--- src/sv/gf67_pkg.sv ---
`default_nettype none
package gf67_pkg;

    localparam int unsigned ElemW  = 67;
    localparam int unsigned DigitW = 34;
    localparam int unsigned ProdW  = 2 * ElemW - 1;   // 133
    localparam int unsigned PartW  = ElemW + DigitW - 1; // 100
    localparam int unsigned CntW   = 6;
    localparam int unsigned StepW  = 4;

    typedef enum logic [1:0] {
        OP_ADD = 2'd0,
        OP_MUL = 2'd1,
        OP_SQR = 2'd2,
        OP_INV = 2'd3
    } t_op;

    // multiplier right-hand operand select
    typedef enum logic [1:0] {
        MSEL_A  = 2'd0,
        MSEL_B  = 2'd1,
        MSEL_Y  = 2'd2,
        MSEL_A7 = 2'd3
    } t_msel;

    typedef enum logic [2:0] {
        ST_IDLE = 3'd0,
        ST_SQR  = 3'd1,
        ST_MHI  = 3'd2,
        ST_MLO  = 3'd3,
        ST_DONE = 3'd4
    } t_state;

    typedef struct packed {
        logic  load;
        logic  load_add;
        logic  sqr;
        logic  mul_hi;
        logic  mul_lo;
        logic  save_y;
        logic  save_a7;
        t_msel msel;
    } t_dp_cmd;

    typedef struct packed {
        logic [CntW-1:0] nsq;
        logic            save_y;
        logic            save_a7;
        logic            has_mul;
        t_msel           msel;
    } t_inv_step;

    localparam logic [StepW-1:0] InvLastStep = 4'd8;

    // Itoh-Tsujii chain for a^(2^67-2): a run of squarings, then an optional multiply
    function automatic t_inv_step inv_step(input logic [StepW-1:0] idx);
        t_inv_step s;
        s = '{nsq: 6'd1, save_y: 1'b0, save_a7: 1'b0, has_mul: 1'b0, msel: MSEL_A};
        case (idx)
            4'd0: s = '{nsq: 6'd1,  save_y: 1'b0, save_a7: 1'b0, has_mul: 1'b1, msel: MSEL_A};
            4'd1: s = '{nsq: 6'd1,  save_y: 1'b0, save_a7: 1'b0, has_mul: 1'b1, msel: MSEL_A};
            4'd2: s = '{nsq: 6'd3,  save_y: 1'b1, save_a7: 1'b1, has_mul: 1'b1, msel: MSEL_Y};
            4'd3: s = '{nsq: 6'd6,  save_y: 1'b1, save_a7: 1'b0, has_mul: 1'b1, msel: MSEL_Y};
            4'd4: s = '{nsq: 6'd3,  save_y: 1'b0, save_a7: 1'b0, has_mul: 1'b1, msel: MSEL_A7};
            4'd5: s = '{nsq: 6'd15, save_y: 1'b1, save_a7: 1'b0, has_mul: 1'b1, msel: MSEL_Y};
            4'd6: s = '{nsq: 6'd3,  save_y: 1'b0, save_a7: 1'b0, has_mul: 1'b1, msel: MSEL_A7};
            4'd7: s = '{nsq: 6'd33, save_y: 1'b1, save_a7: 1'b0, has_mul: 1'b1, msel: MSEL_Y};
            4'd8: s = '{nsq: 6'd1,  save_y: 1'b0, save_a7: 1'b0, has_mul: 1'b0, msel: MSEL_A};
            default: s = '{nsq: 6'd1, save_y: 1'b0, save_a7: 1'b0, has_mul: 1'b0, msel: MSEL_A};
        endcase
        return s;
    endfunction

    // carry-less product of an element with one 34-bit digit
    function automatic logic [PartW-1:0] clmul_digit(input logic [ElemW-1:0] x,
                                                      input logic [DigitW-1:0] d);
        logic [PartW-1:0] p;
        p = '0;
        for (int i = 0; i < DigitW; i++) begin
            if (d[i]) begin
                p = p ^ ({33'b0, x} << i);
            end
        end
        return p;
    endfunction

    // reduce modulo x^67 + x^5 + x^2 + x + 1, two folds
    function automatic logic [ElemW-1:0] reduce(input logic [ProdW-1:0] v);
        logic [65:0] h1;
        logic [71:0] t;
        logic [4:0]  h2;
        h1 = v[132:67];
        t  = {5'b0, v[66:0]} ^ {6'b0, h1} ^ {5'b0, h1, 1'b0} ^ {4'b0, h1, 2'b0}
           ^ {1'b0, h1, 5'b0};
        h2 = t[71:67];
        return t[66:0] ^ {62'b0, h2} ^ {61'b0, h2, 1'b0} ^ {60'b0, h2, 2'b0}
             ^ {57'b0, h2, 5'b0};
    endfunction

    function automatic logic [ProdW-1:0] spread(input logic [ElemW-1:0] x);
        logic [ProdW-1:0] s;
        s = '0;
        for (int i = 0; i < ElemW; i++) begin
            s[2*i] = x[i];
        end
        return s;
    endfunction

endpackage
`default_nettype wire

--- src/sv/gf67_ctrl.sv ---
`default_nettype none
module gf67_ctrl (
    input  wire                     i_clk,
    input  wire                     i_rst_n,
    input  wire                     i_in_valid,
    input  wire [1:0]               i_op,
    input  wire                     i_out_ready,
    output logic                    o_in_ready,
    output logic                    o_out_valid,
    output gf67_pkg::t_dp_cmd       o_cmd
);

    gf67_pkg::t_state                 r_state, n_state;
    gf67_pkg::t_op                    r_op, n_op;
    logic [gf67_pkg::StepW-1:0]       r_step, n_step;
    logic [gf67_pkg::CntW-1:0]        r_cnt, n_cnt;
    logic                             r_first, n_first;

    gf67_pkg::t_inv_step              w_cur;
    gf67_pkg::t_inv_step              w_nxt;
    logic [gf67_pkg::StepW-1:0]       w_step_inc;
    logic                             w_inv;

    assign w_step_inc = r_step + 4'd1;
    assign w_cur      = gf67_pkg::inv_step(r_step);
    assign w_nxt      = gf67_pkg::inv_step(w_step_inc);
    assign w_inv      = (r_op == gf67_pkg::OP_INV);

    always_ff @(posedge i_clk) begin
        if (!i_rst_n) begin
            r_state <= gf67_pkg::ST_IDLE;
            r_op    <= gf67_pkg::OP_ADD;
            r_step  <= '0;
            r_cnt   <= '0;
            r_first <= 1'b0;
        end else begin
            r_state <= n_state;
            r_op    <= n_op;
            r_step  <= n_step;
            r_cnt   <= n_cnt;
            r_first <= n_first;
        end
    end

    always_comb begin
        n_state = r_state;
        n_op    = r_op;
        n_step  = r_step;
        n_cnt   = r_cnt;
        n_first = r_first;
        case (r_state)
            gf67_pkg::ST_IDLE: begin
                if (i_in_valid) begin
                    n_op    = gf67_pkg::t_op'(i_op);
                    n_step  = '0;
                    n_first = 1'b1;
                    n_cnt   = gf67_pkg::inv_step('0).nsq; // square and invert both start with one
                    case (gf67_pkg::t_op'(i_op))
                        gf67_pkg::OP_ADD: n_state = gf67_pkg::ST_DONE;
                        gf67_pkg::OP_MUL: n_state = gf67_pkg::ST_MHI;
                        default:          n_state = gf67_pkg::ST_SQR;
                    endcase
                end
            end
            gf67_pkg::ST_SQR: begin
                n_first = 1'b0;
                if (r_cnt == 6'd1) begin
                    if (w_inv && w_cur.has_mul) begin
                        n_state = gf67_pkg::ST_MHI;
                    end else begin
                        n_state = gf67_pkg::ST_DONE;
                    end
                end else begin
                    n_cnt = r_cnt - 6'd1;
                end
            end
            gf67_pkg::ST_MHI: begin
                n_state = gf67_pkg::ST_MLO;
            end
            gf67_pkg::ST_MLO: begin
                if (w_inv && r_step != gf67_pkg::InvLastStep) begin
                    n_step  = w_step_inc;
                    n_cnt   = w_nxt.nsq;
                    n_first = 1'b1;
                    n_state = gf67_pkg::ST_SQR;
                end else begin
                    n_state = gf67_pkg::ST_DONE;
                end
            end
            gf67_pkg::ST_DONE: begin
                if (i_out_ready) begin
                    n_state = gf67_pkg::ST_IDLE;
                end
            end
            default: begin
                n_state = gf67_pkg::ST_IDLE;
            end
        endcase
    end

    always_comb begin
        o_cmd          = '0;
        o_cmd.msel     = w_inv ? w_cur.msel : gf67_pkg::MSEL_B;
        o_in_ready     = 1'b0;
        o_out_valid    = 1'b0;
        case (r_state)
            gf67_pkg::ST_IDLE: begin
                o_in_ready     = 1'b1;
                o_cmd.load     = i_in_valid;
                o_cmd.load_add = (gf67_pkg::t_op'(i_op) == gf67_pkg::OP_ADD);
            end
            gf67_pkg::ST_SQR: begin
                o_cmd.sqr     = 1'b1;
                o_cmd.save_y  = w_inv & r_first & w_cur.save_y;
                o_cmd.save_a7 = w_inv & r_first & w_cur.save_a7;
            end
            gf67_pkg::ST_MHI: begin
                o_cmd.mul_hi = 1'b1;
            end
            gf67_pkg::ST_MLO: begin
                o_cmd.mul_lo = 1'b1;
            end
            gf67_pkg::ST_DONE: begin
                o_out_valid = 1'b1;
            end
            default: begin
                o_cmd = '0;
            end
        endcase
    end

endmodule
`default_nettype wire

--- config.mk ---
export PLATFORM = sky130hd
export DESIGN_NAME = gf67_ctrl
export DESIGN_NICKNAME = d
export VERILOG_FILES = /design/src/sv/gf67_pkg.sv /design/src/sv/gf67_ctrl.sv
export SDC_FILE = /design/constraint.sdc
export NUM_CORES = 1
export LEC_CHECK = 0
export BUFFER_PORTS_ARGS = -buffer_cell sky130_fd_sc_hd__buf_2
export CORE_ASPECT_RATIO = 1.2
export CORE_MARGIN = 2
export CORE_UTILIZATION = 40
export CTS_BUF_LIST = sky130_fd_sc_hd__clkbuf_2
export DETAILED_ROUTE_END_ITERATION = 12
export SLEW_MARGIN = 5
export SYNTH_ARGS = -nofsm -noshare
export SYNTH_HDL_FRONTEND = slang
export SYNTH_SLANG_ARGS = --single-unit
export TNS_END_PERCENT = 1
--- constraint.sdc ---
create_clock -name i_clk -period 2.35 [get_ports i_clk]
set_clock_uncertainty 0.1 [all_clocks]
set_input_delay 0.235 -clock i_clk [delete_from_list [all_inputs] [get_ports i_clk]]
set_output_delay 0.235 -clock i_clk [all_outputs]
set_load 0.01 [all_outputs]
==> impl_metrics.toml <==
[power]
design_power_total_w = 0.000748
power.static_leakage_nw = 0.607
power_per_cell_area_nw_per_um2 = 521
vdd.ir_drop.worst_uv = 272

[synthesis]
yosysTopAreaCell = "dfxtp_1"
synth_unique_cells = 48
ys_seq_elements = 21
dominantRegCellSynth = "dfxtp_1"
netlist.area_leader.share = 0.326
syn_inst = 159
synth_seq_area_share = 0.326
top_post_synthesis_cells_by_area = "dfxtp_1, ha_1, a21oi_1, nand2_1, nor2_1"
post_synth_edffs = 0
ys_async_sr_fraction = 0
mappedNetlistNets = 172
yosys_warnings = 0
synth.avg_cell_area_um2 = 8.12
synth_area_um2 = 1290

[floorplan]
floorplan.initialDensity = 0.419
top_level_ports = 17
die_area_um2 = 3700
floorplan_core_area_um2 = 3080
placementRows = 22
die_width_um = 55.9
chipHeight_um = 66.2

[clock_tree]
clk_latency_ns = 0.33
cts_hold_repair.buffers = 0
tritoncts = "yes"
clk_pin_slew_ns = 0.20
cts.sink_count = 21
cts.htree.levels = 1
cts-root-buf = "clkbuf_2"
cts-root-to-sink-buffers = 2
cts-buffers-inserted = 3
postCtsSetupRepairBufs = 0

[detailed_routing]
wl_met2_um = 1620
drt_pre_antenna_iters = 4
dr_total_vias = 1236
wl_final_um = 3360
detail-route-antenna-nets = 0
highest-signal-layer = "met4"
wl_met1_um = 1550
post-route-drc-count = 0
drt-vias-per-instance = 5.83
detailroute.wirelength.met3_um = 117
route.detailed.wl_per_inst_um = 15.8
initialDrtViolationCount = 35

[setup_path]
timing.reg2reg.worst_path_depth = 7
worst-endpoint-required_ns = 2.02
critical_path_buf_inv_count = 3
rr_startpoint = "r_step[1]"
timing.reg2reg.setup_slack_ns = 0.24
cp_slowest_cell = "or3b_4"
reg2reg_to = "w_cur[1]"
timing.critical_path.from_type = "flop"
crit_arrival_ns = 1.84
cell_family_with_the_largest_share_of_critical_path_delay = "simple AND/OR/NAND/NOR gates"
max_stage_delay_ns = 0.46
worst_path_maximum_fanout = 9
timing.setup.critical_path_class = "flop to output port"
chain_of_cells_forming_the_critical_path = "buf_4 > or3b_4 > inv_2 > and4_1 > buf_2"
category_of_the_worst_setup_path_capture_point = "output port"

[global_route]
wire_length_of_the_first_global_routing_pass_um = 5500
maximum_number_of_pins_on_one_net_before_global_route_repair = 14
first_global_vias = 1191
gr-usage-all-layers = 0.189
grt_antenna_before_repair = 0
grt_remaining_overflow = 0

[min_path]
hp-start = "i_out_ready"
holdCritPathClass = "primary input to flop"
hold_path_depth = 3
hold_path_end = "r_state[2]"

[finish]
n_fill_cell = 317
design.final.nets = 190
fraction_of_final_layout_cells_with_drive_strength_greater_than_1 = 0.216
diodes = 0
syn2layout_area_growth_pct = 11.2

[sta]
final_max_slew_viol_count = 0
fmax_mhz = 460
worst-slew-pin-transition_ns = 0.580
finalSetupTns_ns = 0
worst_slew_margin_rel = 0.611
finalCriticalPeriod_ns = 2.17
grt_setup_unrepaired = "false"
fin_crit_sh = 0.925
final_hold_viol_count = 0
final-setup-viol-count = 0

[outcome]
result_of_the_run = "completed"

[placement]
routabilityCongestion = 0.842
detailed_place_hpwl_um = 2580
io_buffers = 16

[run]
cap_violations = 0
-- flip-flops by register name, indices dropped and copies added (netlist names) --
register  count
r_cnt         6
w_cur         5
r_op          2
r_state       3
r_step        4
r_first       1
-- layer usage --
metal	up-vias	GRT usage
li1	614	-
met1	580	0.222
met2	33	0.357
met3	9	0.0274
met4	0	0.0536
met5	-	0
-- metrics by stage --
step                      instances  cell area (µm²)  hold slack, ns  setup WS, ns   util
after floorplan                 159             1290           0.271         0.548      -
after global placement          208             1410           0.391         0.302  0.458
after detailed placement        208             1410           0.386         0.274  0.458
after CTS                       212             1430          0.0334        0.0592  0.465
after global routing            212             1440          0.0594        0.0986  0.466
final                           212             1440          0.0439         0.177  0.466
-- report_power, final --
part | switching (W) | internal (W) | total [W] | leakage (nW)
clock network | 0.000115 | 0.0000450 | 0.000161 | 0.0166
registers | 0.0000188 | 0.000374 | 0.000393 | 0.171
logic | 0.000114 | 0.0000804 | 0.000195 | 0.420
-- Yosys cell counts, types with 3 or more instances --
cell,count
dfxtp_1,21
inv_1,9
a21oi_1,12
nand2_1,14
o21ai_0,4
o22ai_1,3
nor2_1,10
or3_1,4
nor3_1,7
buf_2,3
inv_2,3
ha_1,7
clkbuf_1,4
nand3b_1,4
nand3_1,5
-- timing repair --
action / in CTS / in global routing
gates cloned: 0 / 0
setup endpoints to repair: 2 / 2
gates resized for setup: 2 / 1
-- cell usage in the layout, fill, tap and decap left out, types with 3 or more instances in the layout --
cell type,n
ha_1,7
or3_1,4
o21ai_0,4
o22ai_1,3
nand2_1,14
nor2_1,10
a21oi_1,12
inv_1,8
nand3_1,5
nor3_1,7
dfxtp_1,20
inv_2,4
buf_2,16
buf_4,5
nand3b_1,4
clkbuf_2,4
-- kinds of logic after synthesis --
family                   synth area share
AO/OA/AOI/OAI                       0.235
XOR/XNOR                           0.0271
adder cells (fa/ha/maj)            0.0678
buffers and inverters              0.0669
flip-flops                          0.326
AND/OR/NAND/NOR                     0.277
-- tightest hold or removal path, cell delays in order --
cell,delay (ns)
buf_2,0.07
nand2b_1,0.08
a21oi_1,0.06
-- layout make-up --
cell class                 count  area [µm²]  share of cell area
multi-input combinational    118         787               0.548
tap                           36        45.0              0.0314
inverter                      12        45.0              0.0314
sequential                    21         422               0.294
timing repair buffer          21         118              0.0819
clock buffer                   4        20.0              0.0139
-- how the worst max path moves through the flow --
stage                     from       end  depth (start not counted)  slack [ns]
floorplan            r_step[0]  w_cur[4]                          8        0.55
global placement     r_step[1]  w_cur[1]                          7        0.30
detailed placement   r_step[1]  w_cur[1]                          7        0.27
CTS                 r_state[1]  o_cmd[2]                          5        0.06
global route         r_step[1]  w_cur[1]                          7         0.1
finish              r_state[1]  o_cmd[2]                          5        0.18
No activity file was read; power rests on OpenSTA's default activity.
